`config.mk`:
```
export PLATFORM = sky130hd
export DESIGN_NAME = des_key_schedule
export DESIGN_NICKNAME = d
export VERILOG_FILES = /design/src/hdl/dks_pkg.sv /design/src/hdl/dks_pc1.sv /design/src/hdl/dks_rounds.sv /design/src/hdl/dks_pc2.sv /design/src/hdl/des_key_schedule.sv
export SDC_FILE = /design/constraint.sdc
export NUM_CORES = 1
export LEC_CHECK = 0
export ABC_AREA = 1
export BUFFER_PORTS_ARGS = -buffer_cell sky130_fd_sc_hd__buf_2
export CORE_MARGIN = 1
export CORE_UTILIZATION = 44
export CTS_CLUSTER_SIZE = 28
export DETAILED_ROUTE_END_ITERATION = 10
export GPL_ROUTABILITY_DRIVEN = 0
export GPL_TIMING_DRIVEN = 0
export PLACE_DENSITY = 0.67
export SLEW_MARGIN = 20
export SYNTH_ARGS = -nofsm -noshare
export SYNTH_HDL_FRONTEND = slang
export SYNTH_SLANG_ARGS = --single-unit
```
`constraint.sdc`:
```
create_clock -name clk -period 7.15 [get_ports clk]
set_input_delay 0.3575 -clock clk [delete_from_list [all_inputs] [get_ports clk]]
set_output_delay 0.3575 -clock clk [all_outputs]
set_load 0.02 [all_outputs]
```
`src/hdl/dks_pkg.sv`:
```
// Shared constants, tables and bit-selection functions for the DES key schedule.
`default_nettype none

package dks_pkg;

  localparam int KeyBits    = 64;
  localparam int HalfBits   = 28;
  localparam int CdBits     = 2 * HalfBits;
  localparam int SubkeyBits = 48;
  localparam int RoundBits  = 4;

  localparam logic [RoundBits-1:0] FIRST_ROUND = 4'd0;
  localparam logic [RoundBits-1:0] LAST_ROUND  = 4'd15;

  // Set where the round rotates by two; clear on rounds 1, 2, 9 and 16.
  localparam logic [15:0] SHIFT_TWO = 16'b0111_1110_1111_1100;

  localparam logic [6:0] PC1_TAB [CdBits] = '{
    7'd57, 7'd49, 7'd41, 7'd33, 7'd25, 7'd17, 7'd9,  7'd1,  7'd58, 7'd50, 7'd42, 7'd34,
    7'd26, 7'd18, 7'd10, 7'd2,  7'd59, 7'd51, 7'd43, 7'd35, 7'd27, 7'd19, 7'd11, 7'd3,
    7'd60, 7'd52, 7'd44, 7'd36, 7'd63, 7'd55, 7'd47, 7'd39, 7'd31, 7'd23, 7'd15, 7'd7,
    7'd62, 7'd54, 7'd46, 7'd38, 7'd30, 7'd22, 7'd14, 7'd6,  7'd61, 7'd53, 7'd45, 7'd37,
    7'd29, 7'd21, 7'd13, 7'd5,  7'd28, 7'd20, 7'd12, 7'd4
  };

  localparam logic [6:0] PC2_TAB [SubkeyBits] = '{
    7'd14, 7'd17, 7'd11, 7'd24, 7'd1,  7'd5,  7'd3,  7'd28, 7'd15, 7'd6,  7'd21, 7'd10,
    7'd23, 7'd19, 7'd12, 7'd4,  7'd26, 7'd8,  7'd16, 7'd7,  7'd27, 7'd20, 7'd13, 7'd2,
    7'd41, 7'd52, 7'd31, 7'd37, 7'd47, 7'd55, 7'd30, 7'd40, 7'd51, 7'd45, 7'd33, 7'd48,
    7'd44, 7'd49, 7'd39, 7'd56, 7'd34, 7'd53, 7'd46, 7'd42, 7'd50, 7'd36, 7'd29, 7'd32
  };

  typedef logic [CdBits-1:0]     cd_t;
  typedef logic [SubkeyBits-1:0] subkey_t;
  typedef logic [RoundBits-1:0]  round_t;

  typedef struct packed {
    cd_t    cd;
    round_t round;
  } rnd_word_t;

  // Key bit n (1 = MSB) sits at key[64 - n].
  function automatic cd_t pc1(input logic [KeyBits-1:0] key);
    cd_t sel;
    sel = '0;
    for (int i = 0; i < CdBits; i++) begin
      sel[CdBits-1-i] = key[6'(7'd64 - PC1_TAB[i])];
    end
    return sel;
  endfunction

  function automatic subkey_t pc2(input cd_t cd);
    subkey_t sk;
    sk = '0;
    for (int i = 0; i < SubkeyBits; i++) begin
      sk[SubkeyBits-1-i] = cd[6'(7'd56 - PC2_TAB[i])];
    end
    return sk;
  endfunction

  // Rotate both halves left by one or two.
  function automatic cd_t rotate_cd(input cd_t cd, input logic two);
    logic [HalfBits-1:0] c;
    logic [HalfBits-1:0] d;
    c = cd[CdBits-1:HalfBits];
    d = cd[HalfBits-1:0];
    if (two) begin
      return {c[HalfBits-3:0], c[HalfBits-1:HalfBits-2],
              d[HalfBits-3:0], d[HalfBits-1:HalfBits-2]};
    end
    return {c[HalfBits-2:0], c[HalfBits-1], d[HalfBits-2:0], d[HalfBits-1]};
  endfunction

endpackage

`default_nettype wire

```
`src/hdl/dks_pc1.sv`:
```
// Input register stage: captures a key and applies PC-1.
`default_nettype none

module dks_pc1 import dks_pkg::*; (
  input  wire logic                clk,
  input  wire logic                rst_n,
  input  wire logic                in_valid,
  output logic                     in_stall,
  input  wire logic [KeyBits-1:0]  key_in,
  output logic                     a_valid,
  output cd_t                      a_cd,
  input  wire logic                a_take
);

  logic a_valid_r;
  logic a_valid_nxt;
  cd_t  a_cd_r;
  logic in_fire;

  assign in_stall    = a_valid_r && !a_take;
  assign in_fire     = in_valid && !in_stall;
  assign a_valid_nxt = in_fire || (a_valid_r && !a_take);

  always_ff @(posedge clk) begin
    if (!rst_n) begin
      a_valid_r <= 1'b0;
    end else begin
      a_valid_r <= a_valid_nxt;
    end
  end

  always_ff @(posedge clk) begin
    if (in_fire) begin
      a_cd_r <= pc1(key_in);
    end
  end

  assign a_valid = a_valid_r;
  assign a_cd    = a_cd_r;

endmodule

`default_nettype wire

```
`src/hdl/dks_rounds.sv`:
```
// Round sequencer: rotates C and D once per round and steps the round count.
`default_nettype none

module dks_rounds import dks_pkg::*; (
  input  wire logic      clk,
  input  wire logic      rst_n,
  input  wire logic      a_valid,
  input  wire cd_t       a_cd,
  output logic           a_take,
  output logic           b_valid,
  output rnd_word_t      b_word,
  input  wire logic      b_stall
);

  logic   b_valid_r;
  logic   b_valid_nxt;
  cd_t    cd_r;
  round_t round_r;
  logic   b_fire;
  logic   at_last;

  assign b_fire  = b_valid_r && !b_stall;
  assign at_last = (round_r == LAST_ROUND);
  // Take the next key once the current one has handed on its final subkey.
  assign a_take  = a_valid && (!b_valid_r || (b_fire && at_last));

  always_comb begin
    b_valid_nxt = b_valid_r;
    if (a_take) begin
      b_valid_nxt = 1'b1;
    end else if (b_fire && at_last) begin
      b_valid_nxt = 1'b0;
    end
  end

  always_ff @(posedge clk) begin
    if (!rst_n) begin
      b_valid_r <= 1'b0;
      round_r   <= FIRST_ROUND;
    end else begin
      b_valid_r <= b_valid_nxt;
      if (a_take) begin
        round_r <= FIRST_ROUND;
      end else if (b_fire && !at_last) begin
        round_r <= round_r + 4'd1;
      end
    end
  end

  always_ff @(posedge clk) begin
    if (a_take) begin
      cd_r <= rotate_cd(a_cd, SHIFT_TWO[FIRST_ROUND]);
    end else if (b_fire && !at_last) begin
      cd_r <= rotate_cd(cd_r, SHIFT_TWO[round_r + 4'd1]);
    end
  end

  assign b_valid      = b_valid_r;
  assign b_word.cd    = cd_r;
  assign b_word.round = round_r;

  a_round_step: assert property (@(posedge clk) disable iff (!rst_n)
    b_fire && !at_last |=> b_valid_r && round_r == $past(round_r) + 4'd1)
    else $error("round count did not advance after a non-final subkey");

  a_take_gap: assert property (@(posedge clk) disable iff (!rst_n)
    a_take |=> round_r == FIRST_ROUND && b_valid_r)
    else $error("new key did not start at the first round");

  a_hold_stall: assert property (@(posedge clk) disable iff (!rst_n)
    b_valid_r && b_stall |=> b_valid_r && $stable(round_r) && $stable(cd_r))
    else $error("round state moved under stall");

  a_no_early_take: assert property (@(posedge clk) disable iff (!rst_n)
    b_valid_r && !at_last |-> !a_take)
    else $error("key taken before its sixteenth subkey");

endmodule

`default_nettype wire

```
`src/hdl/dks_pc2.sv`:
```
// Output register stage: applies PC-2 and flags the final subkey.
`default_nettype none

module dks_pc2 import dks_pkg::*; (
  input  wire logic       clk,
  input  wire logic       rst_n,
  input  wire logic       b_valid,
  input  wire rnd_word_t  b_word,
  output logic            b_stall,
  output logic            out_valid,
  input  wire logic       out_stall,
  output subkey_t         out_subkey,
  output round_t          out_round_index,
  output logic            out_last_subkey
);

  logic    out_valid_r;
  logic    out_valid_nxt;
  subkey_t subkey_r;
  round_t  round_r;
  logic    last_r;
  logic    load;

  assign b_stall       = out_valid_r && out_stall;
  assign load          = b_valid && !b_stall;
  assign out_valid_nxt = load || (out_valid_r && out_stall);

  always_ff @(posedge clk) begin
    if (!rst_n) begin
      out_valid_r <= 1'b0;
    end else begin
      out_valid_r <= out_valid_nxt;
    end
  end

  always_ff @(posedge clk) begin
    if (load) begin
      subkey_r <= pc2(b_word.cd);
      round_r  <= b_word.round;
      last_r   <= (b_word.round == LAST_ROUND);
    end
  end

  assign out_valid       = out_valid_r;
  assign out_subkey      = subkey_r;
  assign out_round_index = round_r;
  assign out_last_subkey = last_r;

endmodule

`default_nettype wire

```
`src/hdl/des_key_schedule.sv`:
```
// Top level of the DES key schedule: PC-1 stage, round sequencer, PC-2 stage.
//
//   channel   direction  word                                handshake
//   in_       input      key_in[63:0]                        in_valid / in_stall
//   out_      output     subkey[47:0], round_index, last     out_valid / out_stall
//
// Each key yields sixteen subkeys, one per cycle when out_stall is low; the round
// sequencer takes the next key as the final subkey of the current one is handed on.
// A key passes through the PC-1, round and PC-2 registers in turn to its first subkey.
// The next key waits in the PC-1 register while the current one is expanded.
// Reset (rst_n low, synchronous) empties all stages; stalls hold every stage intact.
`default_nettype none

module des_key_schedule import dks_pkg::*; (
  input  wire logic                clk,
  input  wire logic                rst_n,
  input  wire logic                in_valid,
  output logic                     in_stall,
  input  wire logic [KeyBits-1:0]  in_key_in,
  output logic                     out_valid,
  input  wire logic                out_stall,
  output subkey_t                  out_subkey,
  output round_t                   out_round_index,
  output logic                     out_last_subkey
);

  logic      a_valid;
  cd_t       a_cd;
  logic      a_take;
  logic      b_valid;
  rnd_word_t b_word;
  logic      b_stall;

  dks_pc1 u_pc1 (
    .clk      (clk),
    .rst_n    (rst_n),
    .in_valid (in_valid),
    .in_stall (in_stall),
    .key_in   (in_key_in),
    .a_valid  (a_valid),
    .a_cd     (a_cd),
    .a_take   (a_take)
  );

  dks_rounds u_rounds (
    .clk     (clk),
    .rst_n   (rst_n),
    .a_valid (a_valid),
    .a_cd    (a_cd),
    .a_take  (a_take),
    .b_valid (b_valid),
    .b_word  (b_word),
    .b_stall (b_stall)
  );

  dks_pc2 u_pc2 (
    .clk             (clk),
    .rst_n           (rst_n),
    .b_valid         (b_valid),
    .b_word          (b_word),
    .b_stall         (b_stall),
    .out_valid       (out_valid),
    .out_stall       (out_stall),
    .out_subkey      (out_subkey),
    .out_round_index (out_round_index),
    .out_last_subkey (out_last_subkey)
  );

endmodule

`default_nettype wire
```
After elaboration in Yosys (flattened, before gate mapping)
Memories as Yosys holds them, arrays and structs flattened.
Cells that the tools add are included.
{"block": "op_classes", "add_sub_neg": 1, "mux": 10, "eq_ne": 1, "n_reduce_logical": 18, "bitwise": 1, "n_lt_le_gt_ge": 1}
{"op": "2-to-1 mux 56 bit", "n": 4}
{"op": "logical AND 1 bit", "n": 7}
{"op": "2-to-1 mux 1 bit", "n": 6}
{"op": "zero test 1 bit", "n": 5}
{"op": "< comparator 4 x 5 -> 1 bit, second input constant", "n": 1}
{"op": "adder 4 x 1 -> 4 bit, second input constant", "n": 1}
{"op": "equality test 4 bit, second input constant", "n": 1}
{"op": "nonzero test 2 bit", "n": 2}
{"op": "logical OR 1 bit", "n": 3}
{"op": "OR reduction 2 bit", "n": 1}
{"op": "NOT 1 bit", "n": 1}
{"block": "totals", "mem_bits_ro": 16, "inputBits": 68, "output_inout_bits": 55, "n_memories": 1, "register_bits": 172}
{"memory": "(no name shown)", "depth": 16, "width": 1, "read_ports": 1, "rd_ports_with_merged_regs": 0, "wr": 0, "line_no": "dks_rounds.sv:54", "rtl": "cd_r <= rotate_cd(cd_r, SHIFT_TWO[round_r + 4'd1]);"}

Depth between registers and ports, before layout
Gate-level depths: netlist (run 1).
{"block": "depth", "word_depth": 11, "depth_mapped": 11, "mapped_depth_nobuf": 9}

By module
From an unflattened synthesis (run 1), not the netlist that was laid out.
{"block": "unflattened", "cells_unflattened": 604, "hier_area_um2": 7081.8}
{"module": "dks_rounds", "n_inst": 1, "cells_per_inst": 477, "seq_area_each_um2": 1781.7, "area_each_um2": 3694.8}
{"module": "dks_pc1", "n_inst": 1, "cells_per_inst": 64, "seq_area_each_um2": 1701.6, "area_each_um2": 1731.7}
{"module": "dks_pc2", "n_inst": 1, "cells_per_inst": 63, "seq_area_each_um2": 1611.5, "area_each_um2": 1655.3}

Least setup slack after synthesis (run 1)
Ideal clock, no wire load.
{"block": "synth_timing", "kind": "register to register", "start": "register u_pc2.out_valid_r, in the netlist u_pc2.out_valid", "end": "register u_rounds.cd_r[0], enable pin", "setup_ns": 0.415, "required_ns": 6.735, "slack_ns": 1.925, "synth_period_minus_slack_ns": 5.225, "path_stages_with_launch": 6, "arrival_ns": 4.810, "cell_sequence": "dfxtp_1 nand2_1 inv_1 nor2_1 nand2_1 nand2_1"}
{"block": "synth_via", "elab_chain_len": 7, "word_cells_on_any_way": 8, "classes_between": "reduce/logical (8)"}
{"item": "start: declaration", "line_no": "dks_pc2.sv:17", "rtl": "logic out_valid_r;"}
{"item": "start signal: assignment", "line_no": "dks_pc2.sv:32", "rtl": "out_valid_r <= out_valid_nxt;"}
{"item": "logical AND 1 bit (*)", "line_no": "dks_pc2.sv:24", "rtl": "assign b_stall = out_valid_r && out_stall;"}
{"item": "zero test 1 bit (*)"}
{"item": "logical AND 1 bit (*)"}
{"item": "named net u_pc2.load", "line_no": "dks_pc2.sv:22", "rtl": "logic load;"}
{"item": "logical AND 1 bit", "line_no": "dks_rounds.sv:25", "rtl": "assign a_take = a_valid && (!b_valid_r || (b_fire && at_last));"}
{"item": "logical OR 1 bit", "line_no": "dks_rounds.sv:25"}
{"item": "logical AND 1 bit", "line_no": "dks_rounds.sv:25"}
{"item": "nonzero test 2 bit (no line) (*)"}
{"item": "end signal: assignment", "line_no": "dks_rounds.sv:52", "rtl": "cd_r <= rotate_cd(a_cd, SHIFT_TWO[FIRST_ROUND]);"}
{"item": "end signal: assignment", "line_no": "dks_rounds.sv:54"}
{"item": "end: declaration", "line_no": "dks_rounds.sv:17", "rtl": "cd_t cd_r;"}
The timed path passes the listed nets; every way through them passes the cells marked *.
A chain may end at the register's enable or synchronous reset.

Final worst setup path (run 1)
{"block": "layout_timing", "start": "register u_rounds.round_r[1]", "end": "register u_rounds.cd_r[32], enable pin"}
{"block": "layout_via", "elab_chain_len": 5, "word_cells_on_any_way": 7, "classes_between": "eq/ne (1); reduce/logical (6)"}
{"item": "start: declaration", "line_no": "dks_rounds.sv:18", "rtl": "round_t round_r;"}
{"item": "start signal: assignment", "line_no": "dks_rounds.sv:45", "rtl": "round_r <= round_r + 4'd1;"}
{"item": "equality test 4 bit (*)", "line_no": "dks_rounds.sv:23", "rtl": "assign at_last = (round_r == LAST_ROUND);"}
{"item": "logical AND 1 bit", "line_no": "dks_rounds.sv:25"}
{"item": "logical OR 1 bit", "line_no": "dks_rounds.sv:25"}
{"item": "logical AND 1 bit", "line_no": "dks_rounds.sv:25"}
{"item": "nonzero test 2 bit (no line) (*)"}
Every way passes the cells marked *; elsewhere a longest branch is shown, timed or not.

==> results of run 1 <==
worst max-delay path: cells and delay by family, from the launching register on:
family | cells | cell delay [ns]
flops | 1 | 0.44
compound gates | 1 | 0.22
fa+ha+maj | 1 | 0.25
buf+inv | 3 | 0.65
simple gates | 3 | 0.37
layer usage:
metal / wire [um] / up-vias / GRT usage / share of wire
met1: 6010 / 2303 / 0.212 / 0.42
li1: - / 2329 / - / -
met5: 0 / - / 0 / 0
met3: 756 / 31 / 0.0470 / 0.052
met2: 7370 / 180 / 0.314 / 0.51
met4: 314 / 0 / 0.0824 / 0.022
area by class of cell:
type | count | area, sq um
plain buffers | 36 | 246
well taps | 211 | 264
multi-input cells | 320 | 1500
repair buffers | 117 | 646
fillers | 1309 | 6850
clock buffers | 18 | 429
flip-flops and latches | 172 | 5090
inverters | 67 | 254
clock inverters | 14 | 144
cell families after synthesis:
| group | Yosys count | synth area share |
|---|---|---|
| AO/OA/AOI/OAI | 9 | 0.00725 |
| adder cells (fa/ha/maj) | 1 | 0.00177 |
| buffers and inverters | 103 | 0.0704 |
| flip-flops | 172 | 0.720 |
| AND/OR/NAND/NOR | 310 | 0.201 |
state kept, by name (all words and copies together), names as in the netlist:
register	flops
u_pc2.out_last_subkey	1
u_pc1.a_valid	1
u_pc2.out_subkey	48
u_pc2.out_round_index	4
u_rounds.cd_r	56
u_rounds.round_r	4
u_pc2.out_valid	1
u_pc1.a_cd	56
u_rounds.b_valid	1
cells in the mapped netlist, types with 2 or more instances:
library cell	count	area (sq um)
buf_4	10	75.1
edfxtp_1	165	4950
nand3b_1	2	15.0
inv_1	66	248
nand2_1	120	450
buf_1	2	7.51
dfxtp_1	7	140
buf_6	6	67.6
buf_2	14	70.1
clkbuf_1	3	11.3
a21oi_1	6	30.0
nand2_2	11	68.8
nand3_1	169	846
nor2_1	5	18.8
power groups by stage:
| stage | Combinational (mW) | Clock [mW] | Sequential (mW) |
|---|---|---|---|
| 6_report | 0.286 | 0.896 | 1.26 |
| 5_1_grt | 0.320 | 0.946 | 1.27 |
| 4_1_cts | 0.287 | 0.912 | 1.26 |
| 3_5_place_dp | 0.284 | 0 | 1.28 |
| 3_3_place_gp | 0.265 | 0 | 1.28 |
| 2_1_floorplan | 0.166 | 0 | 1.30 |
final timing paths:
kind | end | slack [ns]
worst max-delay path | u_rounds.cd_r[32]$_DFFE_PP_ | 4.88
worst min register to register | u_pc2.out_subkey[4]$_DFFE_PP_ | 0.45
worst max register to register | u_rounds.cd_r[32]$_DFFE_PP_ | 4.88
worst min-delay path | u_pc1.a_cd[24]$_DFFE_PP_ | 0.1
cell usage in the layout (no fill, tap or decap), drive strengths merged:
cell type	n
a21oi	6
buf	150
bufinv	2
clkbuf	21
clkinv	7
clkinvlp	2
dfxtp	7
edfxtp	165
ha	1
inv	70
nand2	131
nand3	170
nand3b	2
nand4	1
nor2	5
o21a	1
o21ai	2
or2	1
==> flow_metrics.env, run 1 <==
export IMPL_clk_latency_ns=0.43
export IMPL_clock_power_share=0.367
export IMPL_worstReg2RegStart="u_rounds.round_r[1]$_SDFFE_PP0P_"
export IMPL_post_synth_instance_area_sq_um=7080
export IMPL_post_synth_edffs=165
export IMPL_critical_path_arrival_ns=2.37
export IMPL_setup_ws_ns=4.88
export IMPL_post_route_period_util=0.318
export IMPL_vdd_drop_max_uv=167
export IMPL_finalNonFillerCells=955
export IMPL_avgRoutedWirePerCell_um=15.1
export IMPL_mappedNetlistNets=664
export IMPL_timing_fmax_mhz=441
export IMPL_setup_tns_after_final_layout_ns=0
export IMPL_hold_path_startpoint="in_key_in[25]"
export IMPL_finalSetupViolations=0
export IMPL_cts_num_sinks=172
export IMPL_io_pins=123
export IMPL_number_of_warnings_reported_in_the_yosys_synthesis_log=0
export IMPL_die_height_um=129
export IMPL_p_sw_frac=0.246
export IMPL_grt_pass1_wl_um=22500
export IMPL_cell_internal_pwr_mw=1.84
export IMPL_grtUsageTotal=0.181
export IMPL_start_util=0.459
export IMPL_cts_repair_timing_setup_buffer_count=0
export IMPL_end_kind="flop"
export IMPL_grt_start_max_net_pins=57
export IMPL_ctsLongestPathBuffers=2
export IMPL_post_synth_num_cell_types=23
export IMPL_fin_area_sq_um=8580
export IMPL_critical_path_origin="u_rounds.round_r[1]$_SDFFE_PP0P_"
export IMPL_number_of_antenna_violations_at_the_first_check_in_global_routing=0
export IMPL_core_rowCount=45
export IMPL_final_hold_slack_ns=0.0984
export IMPL_status="complete, no violations"
export IMPL_timing_final_hold_violations=0
export IMPL_rsz_0062_raised_after_global_routing="no"
export IMPL_cts_tree="built"
export IMPL_detailed_place_area_sq_um=8010
export IMPL_place_detailed_hpwl_um=9590
export IMPL_timing_critical_path_cells="ha_1 > nand3_2 > o21ai_2 > nand2_2 > buf_4 > buf_6 > nand2_4 > buf_16"
export IMPL_cts_root_buffer_cell="clkbuf_16"
export IMPL_synthToLayoutAreaGrowth_pct=21.2
export IMPL_numCtsBuffers=17
export IMPL_slowest_delay_ns=0.44
export IMPL_p_sw_uw=600
export IMPL_drt_first_pass_iters=5
export IMPL_max_slew_violation_total_from_the_final_report=0
export IMPL_nNetsFinal=800
export IMPL_layout_skew_ns=0.00978
export IMPL_antenna_cells_inserted=0
export IMPL_syn_mean_instance_area_sq_um=11.9
export IMPL_clkTransAtPathRegs_ns=0.07
export IMPL_timing_worst_setup_path_type="reg -> reg"
export IMPL_worstHoldPathType="in -> reg"
export IMPL_post_cts_hold_buffer_count=0
export IMPL_final_core_utilization=0.556
export IMPL_synth_async_sr_flop_share=0
export IMPL_power_share_combinational=0.117
export IMPL_cts_repair_resized=0
export IMPL_power_density_nw_per_um2=285
export IMPL_drtAntennaViolNets=0
export IMPL_r2r_worst_path_cells=8
export IMPL_power_after_layout_mw=2.44
export IMPL_grt_pass1_vias=4556
export IMPL_globalRouteOverflowTotal=0
export IMPL_min_path_cells=1
export IMPL_placed_cells=923
export IMPL_buffer_ports_inserted=114
export IMPL_drive_gt1_frac=0.261
export IMPL_finalWirelength_um=14400
export IMPL_core_area_sq_um=15400
export IMPL_synth_ff_latch_count=172
export IMPL_drcViolationCount=0
export IMPL_critical_path_peak_fanout=53
export IMPL_detailedRoute_firstIterationViolations=495
export IMPL_required_worst_endpoint_ns=7.25
export IMPL_synth_cells=595
export IMPL_total_via_count_after_detailed_routing=4843
export IMPL_relSlewSlack=0.500
export IMPL_dieArea_sq_um=16600
export IMPL_max_cap_violations=0
export IMPL_p_leak_nw=3.66
export IMPL_timing_worst_slew_pin_value_ns=0.751
export IMPL_dieWidth_um=129
export IMPL_critPathLaunchType="flop"
export IMPL_seq_power_share=0.515
export IMPL_post_drt_via_cell_ratio=5.07
export IMPL_critical_path_slowest_cell="dfxtp_1"
export IMPL_synth_yosys_seq_area_share=0.720
export IMPL_placement_setup_worst_slack_ns=4.74
export IMPL_yosys_most_used_dff="edfxtp_1"
export IMPL_final_min_clock_period_ns=2.27
export IMPL_clock_tree_htree_level_count=4
(Power assumes the default switching activity.)
==> inputs of run 2 (changes only) <==
Clock period 7.15 ns to 2.15 ns, I/O delays scaled along.
==> run 2 against run 1 <==
Net effect:
- critical path depth down 3
- non-clock buffer count up 60
- sequential power rose to 3.3 times the previous value
- global-route usage up 1.9 points
- worst setup slack got worse by 4.8 ns
- wire length grew 9.4%
- worst hold slack improved by 0.12 ns
- via count increased by 5.5%
- critical path type unchanged
- largest cell class unchanged
- largest power group unchanged
==> flow_metrics.env, run 2 (synthesis results as in run 1) <==
export IMPL_status="complete, no violations"
export IMPL_critPathLaunchType="flop"
export IMPL_relSlewSlack=0.631
export IMPL_cts_tree="built"
export IMPL_clock_tree_htree_level_count=4
export IMPL_antenna_cells_inserted=0
export IMPL_placement_setup_worst_slack_ns=-0.243
export IMPL_avgRoutedWirePerCell_um=15.5
export IMPL_hold_path_startpoint="out_stall"
export IMPL_final_min_clock_period_ns=2.05
export IMPL_finalWirelength_um=15800
export IMPL_finalNonFillerCells=1019
export IMPL_p_sw_mw=2.04
export IMPL_max_slew_violation_total_from_the_final_report=0
export IMPL_vdd_drop_max_uv=837
export IMPL_max_cap_violations=0
export IMPL_synthToLayoutAreaGrowth_pct=30.8
export IMPL_finalSetupViolations=0
export IMPL_timing_worst_slew_pin_value_ns=0.551
export IMPL_cts_repair_timing_setup_buffer_count=0
export IMPL_clkTransAtPathRegs_ns=0.06
export IMPL_final_hold_slack_ns=0.220
export IMPL_required_worst_endpoint_ns=2.15
export IMPL_drcViolationCount=0
export IMPL_timing_final_hold_violations=0
export IMPL_final_fill_count=1251
export IMPL_io_pins=123
export IMPL_total_via_count_after_detailed_routing=5111
export IMPL_cts_num_sinks=172
export IMPL_p_leak_nw=3.91
export IMPL_buffer_ports_inserted=114
export IMPL_critical_path_arrival_ns=2.05
export IMPL_rsz_0062_raised_after_global_routing="yes"
export IMPL_ctsLongestPathBuffers=2
export IMPL_power_share_combinational=0.131
export IMPL_place_detailed_hpwl_um=9700
export IMPL_detailedRoute_firstIterationViolations=639
export IMPL_timing_fmax_mhz=487
export IMPL_final_common_cell="nand3_1"
export IMPL_post_drt_via_cell_ratio=5.02
export IMPL_grtUsageTotal=0.200
export IMPL_timing_worst_setup_path_type="reg -> reg"
export IMPL_grt_start_max_net_pins=36
export IMPL_cell_internal_pwr_mw=6.09
export IMPL_grt_pass1_wl_um=24800
export IMPL_grt_pass1_vias=5001
export IMPL_critical_path_origin="u_rounds.round_r[0]$_SDFFE_PP0P_"
export IMPL_cts_root_buffer_cell="clkbuf_16"
export IMPL_layout_skew_ns=0.0118
export IMPL_power_density_nw_per_um2=878
export IMPL_p_sw_frac=0.251
export IMPL_post_route_period_util=0.955
export IMPL_drt_first_pass_iters=6
export IMPL_layout_cells_most_common_list="169 x nand3_1, 165 x edfxtp_1, 128 x buf_2"
export IMPL_seq_power_share=0.515
export IMPL_dieArea_sq_um=16600
export IMPL_die_height_um=129
export IMPL_power_after_layout_mw=8.13
export IMPL_setup_ws_ns=0.0958
export IMPL_clk_latency_ns=0.42
export IMPL_globalRouteOverflowTotal=0
export IMPL_drtAntennaViolNets=0
export IMPL_critical_path_peak_fanout=11
export IMPL_placed_cells=923
export IMPL_fin_area_sq_um=9260
export IMPL_drive_gt1_frac=0.256
export IMPL_detailed_place_area_sq_um=8030
export IMPL_dieWidth_um=129
export IMPL_core_area_sq_um=15400
export IMPL_core_rowCount=45
export IMPL_worstHoldPathType="in -> reg"
export IMPL_numCtsBuffers=17
export IMPL_clock_power_share=0.354
export IMPL_nNetsFinal=864
export IMPL_final_core_utilization=0.600
export IMPL_start_util=0.459
export IMPL_setup_tns_after_final_layout_ns=0
export IMPL_number_of_antenna_violations_at_the_first_check_in_global_routing=0
export IMPL_end_kind="flop"
export IMPL_worstReg2RegStart="u_rounds.round_r[0]$_SDFFE_PP0P_"
## run 2: power groups by stage
stage	combinational (mW)	clock [mW]	sequential [mW]
after floorplan	0.565	0	4.30
after global placement	0.889	0	4.26
after detailed placement	0.944	0	4.26
after CTS	1.05	2.91	4.19
after global routing	1.19	3.05	4.21
final	1.07	2.87	4.19
## run 2: final timing paths
path	to	slack (ns)	cells past startpoint
min reg2reg	u_pc2.out_subkey[1]$_DFFE_PP_	0.45	0
min	u_rounds.b_valid$_SDFFE_PN0P_	0.22	5
max	u_pc1.a_cd[48]$_DFFE_PP_	0.1	5
max reg2reg	u_pc1.a_cd[48]$_DFFE_PP_	0.1	5
## run 2: critical path: stages (launching register included)
cell        delay [ns]
dfxtp_2           0.35
ha_2              0.22
nand3_4           0.12
o21ai_4           0.08
o21ai_2           0.29
clkinvlp_2        0.57
## run 2: cell type report
class                   instances  area [sq um]  area share
plain buffers                  36           246      0.0266
well taps                     211           264      0.0285
clock inverters                13           118      0.0127
repair buffers                177          1240       0.134
flip-flops and latches        172          5100       0.551
multi-input cells             323          1600       0.173
inverters                      67           255      0.0276
clock buffers                  19           433      0.0467
repair inverters                1          5.00    0.000540
## run 2: metal layers
metal | track usage | share of wire | vias up | wire length, um
li1 | - | - | 2460 | -
met1 | 0.236 | 0.40 | 2398 | 6340
met2 | 0.346 | 0.51 | 213 | 8100
met3 | 0.0395 | 0.056 | 40 | 884
met4 | 0.107 | 0.031 | 0 | 483
met5 | 0 | 0 | - | 0
## run 2: repair_timing
item	in CTS	in global routing
pin swaps	2	1
gates cloned	2	2
hold buffers	60	0
endpoints found under the setup margin	91	63
gates resized for setup	7	1
endpoints found under the hold margin	59	0
==> inputs of run 3 (changes only) <==
Settings changed: ABC_AREA 1 to default, GPL_TIMING_DRIVEN 0 to default.
==> run 3 against run 2 <==
Net effect:
- utilization shrank 1.0 points
- via count is 7.9% lower
- non-clock buffer count shrank 27
- worst hold slack better by 0.16 ns
- count of clock-buffer cells in the layout grew 1
- highest routed layer unchanged
==> flow_metrics.env, run 3 <==
export IMPL_cts_num_sinks=172
export IMPL_grt_util_met2=0.293
export IMPL_p_sw_mw=1.93
export IMPL_power_share_combinational=0.115
export IMPL_synthXorXnorAreaFrac=0.00255
export IMPL_drt_first_pass_iters=5
export IMPL_synthTopCellsByCount="165 x edfxtp_1, 115 x nand2_1, 56 x o211ai_1, 32 x clkbuf_1, 30 x o311ai_1"
export IMPL_synth_compound_gate_area_share=0.143
export IMPL_clkTransAtPathRegs_ns=0.07
export IMPL_seq_power_share=0.513
export IMPL_synth_cells=474
export IMPL_power_density_nw_per_um2=918
export IMPL_grtUsageTotal=0.190
export IMPL_detailed_place_area_sq_um=7750
export IMPL_worstHoldPathType="in -> reg"
export IMPL_hold_path_startpoint="in_key_in[41]"
export IMPL_final_min_clock_period_ns=2.05
export IMPL_post_synth_edffs=165
export IMPL_mappedNetlistNets=543
export IMPL_clk_latency_ns=0.43
export IMPL_synth_area_leader_cell="edfxtp_1"
export IMPL_final_fill_count=1185
export IMPL_cell_internal_pwr_mw=6.30
export IMPL_globalRoute_busiestLayer="met2"
export IMPL_final_common_cell="edfxtp_1"
export IMPL_max_slew_violation_total_from_the_final_report=0
export IMPL_dieWidth_um=127
export IMPL_placed_cells=746
export IMPL_yosys_most_used_dff="edfxtp_1"
export IMPL_rsz_0062_raised_after_global_routing="yes"
export IMPL_critical_path_arrival_ns=2.21
export IMPL_timing_worst_slew_pin_value_ns=0.596
export IMPL_ctsLongestPathBuffers=2
export IMPL_post_drt_via_cell_ratio=5.61
export IMPL_critPathLaunchType="flop"
export IMPL_post_synth_num_cell_types=28
export IMPL_io_pins=123
export IMPL_post_synth_mux_area_share=0.00146
export IMPL_grt_util_met1=0.246
export IMPL_adder_cell_share_of_the_synthesized_area=0.00182
export IMPL_finalWirelength_um=15100
export IMPL_status="complete, no violations"
export IMPL_end_kind="flop"
export IMPL_globalRouteOverflowTotal=0
export IMPL_dieArea_sq_um=16100
export IMPL_core_area_sq_um=15200
export IMPL_timing_final_hold_violations=0
export IMPL_finalSetupViolations=0
export IMPL_cts_tree="built"
export IMPL_number_of_antenna_violations_at_the_first_check_in_global_routing=0
export IMPL_antenna_cells_inserted=0
export IMPL_number_of_warnings_reported_in_the_yosys_synthesis_log=0
export IMPL_synth_yosys_seq_area_share=0.742
export IMPL_clock_power_share=0.372
export IMPL_relSlewSlack=0.603
export IMPL_numCtsBuffers=17
export IMPL_timing_worst_setup_path_type="reg -> reg"
export IMPL_start_util=0.452
export IMPL_synthToLayoutAreaGrowth_pct=30.6
export IMPL_drtAntennaViolNets=0
export IMPL_total_via_count_after_detailed_routing=4709
export IMPL_cts_root_buffer_cell="clkbuf_16"
export IMPL_detailedRoute_firstIterationViolations=453
export IMPL_finalNonFillerCells=839
export IMPL_critical_path_origin="u_rounds.round_r[0]$_SDFFE_PP0P_"
export IMPL_grt_start_max_net_pins=71
export IMPL_post_synth_top_count_cell="edfxtp_1"
export IMPL_post_synth_instance_area_sq_um=6870
export IMPL_post_route_period_util=0.954
export IMPL_die_height_um=127
export IMPL_p_sw_frac=0.235
export IMPL_grt_pass1_wl_um=23300
export IMPL_drive_gt1_frac=0.261
export IMPL_final_core_utilization=0.590
export IMPL_largest_family_of_logic_cells_by_synthesized_area="compound AO/OA/AOI/OAI gates"
export IMPL_proportion_of_netlist_area_held_by_the_largest_area_contributor=0.721
export IMPL_p_leak_nw=3.23
export IMPL_vdd_drop_max_uv=501
export IMPL_synth_simple_gate_area_frac=0.0785
export IMPL_buffer_ports_inserted=114
export IMPL_core_rowCount=45
export IMPL_place_detailed_hpwl_um=8400
export IMPL_max_cap_violations=0
export IMPL_layout_skew_ns=0.00884
export IMPL_critical_path_peak_fanout=56
export IMPL_worstReg2RegStart="u_rounds.round_r[0]$_SDFFE_PP0P_"
export IMPL_clock_tree_htree_level_count=4
export IMPL_yosys_top_cells_area="edfxtp_1 72%, nand2_1 6.3%, o211ai_1 6.1%, o311ai_1 3.8%, o311ai_0 3.3%"
export IMPL_timing_fmax_mhz=488
export IMPL_drcViolationCount=0
export IMPL_required_worst_endpoint_ns=2.31
export IMPL_nNetsFinal=707
export IMPL_layout_cells_most_common_list="165 x edfxtp_1, 114 x nand2_1, 114 x buf_2"
export IMPL_grt_pass1_vias=4511
export IMPL_syn_mean_instance_area_sq_um=14.5
export IMPL_gr_usage_met3=0.0540
export IMPL_synth_async_sr_flop_share=0
export IMPL_synth_ff_latch_count=172
export IMPL_fin_area_sq_um=8970
export IMPL_avgRoutedWirePerCell_um=18.0
## run 3: cell count changes in the layout (fill, tap and decap cells not counted), sizes merged, moves of 6 or more
cell / change
o311ai: +56
nor2b: +6
inv: -67
nand3: -168
nand2: -19
o211ai: +56
buf: -24
## run 3: final cells by class
| class | count | area (sq um) | area share |
|---|---|---|---|
| Tap cell | 188 | 235 | 0.0262 |
| Clock inverter | 12 | 146 | 0.0163 |
| Multi-Input combinational cell | 260 | 1650 | 0.184 |
| Inverter | 1 | 3.75 | 0.000418 |
| Timing Repair Buffer | 186 | 1400 | 0.156 |
| Sequential cell | 172 | 5100 | 0.569 |
| Clock buffer | 20 | 437 | 0.0487 |
## run 3: path summary, 6_finish.rpt
path	end	slack (ns)	cells after the start
setup reg to reg	u_rounds.cd_r[24]$_DFFE_PP_	0.1	6
hold reg to reg	u_pc2.out_subkey[21]$_DFFE_PP_	0.47	0
setup / recovery	u_rounds.cd_r[24]$_DFFE_PP_	0.1	6
hold / removal	u_pc1.a_cd[22]$_DFFE_PP_	0.38	2
## run 3: repair_timing
item,in CTS,in global routing
setup buffers,0,0
hold endpoints to repair,59,0
hold buffers,60,0
setup endpoints to repair,0,56
gates resized for setup,0,9
## run 3: metrics by stage
stage | setup TNS, ns | power (mW) | hold WS [ns] | setup slack [ns]
after detailed placement | 0 | 5.13 | 0.286 | 0.0313
after CTS | 0 | 8.24 | 0.366 | 0.0110
final | 0 | 8.23 | 0.382 | 0.0987
after global placement | 0 | 5.09 | 0.285 | 0.100
after global routing | -0.0107 | 8.51 | 0.367 | -0.0107
after floorplan | -1.22 | 4.81 | 0.206 | -0.0219
## run 3: worst max-delay path, stage by stage, from the launching register on
cell	delay (ns)
dfxtp_4	0.37
ha_4	0.29
nor2b_1	0.06
o211a_2	0.31
buf_12	0.20
o311ai_0	0.37
o211ai_1	0.14
## run 3: cells by family (layout without fill, tap and decap cells)
logic type / after synthesis / after routing
simple gates: 133 / 134
xor+xnor: 2 / 2
fa+ha+maj: 1 / 1
buf+inv: 43 / 219
compound gates: 122 / 122
mux: 1 / 1
flops: 172 / 172
## run 3: per-layer routing
layer | up-vias | wire (um)
met1 | 2245 | 6540
met2 | 215 | 7100
met5 | - | 0
met4 | 0 | 463
li1 | 2212 | -
met3 | 37 | 996
## run 3: power groups by stage
stage          Clock, mW  Combinational (mW)  Sequential (mW)
2_1_floorplan          0               0.488             4.32
3_3_place_gp           0               0.809             4.28
3_5_place_dp           0               0.841             4.29
4_1_cts             3.09               0.929             4.22
5_1_grt             3.23                1.04             4.25
6_report            3.07               0.948             4.22
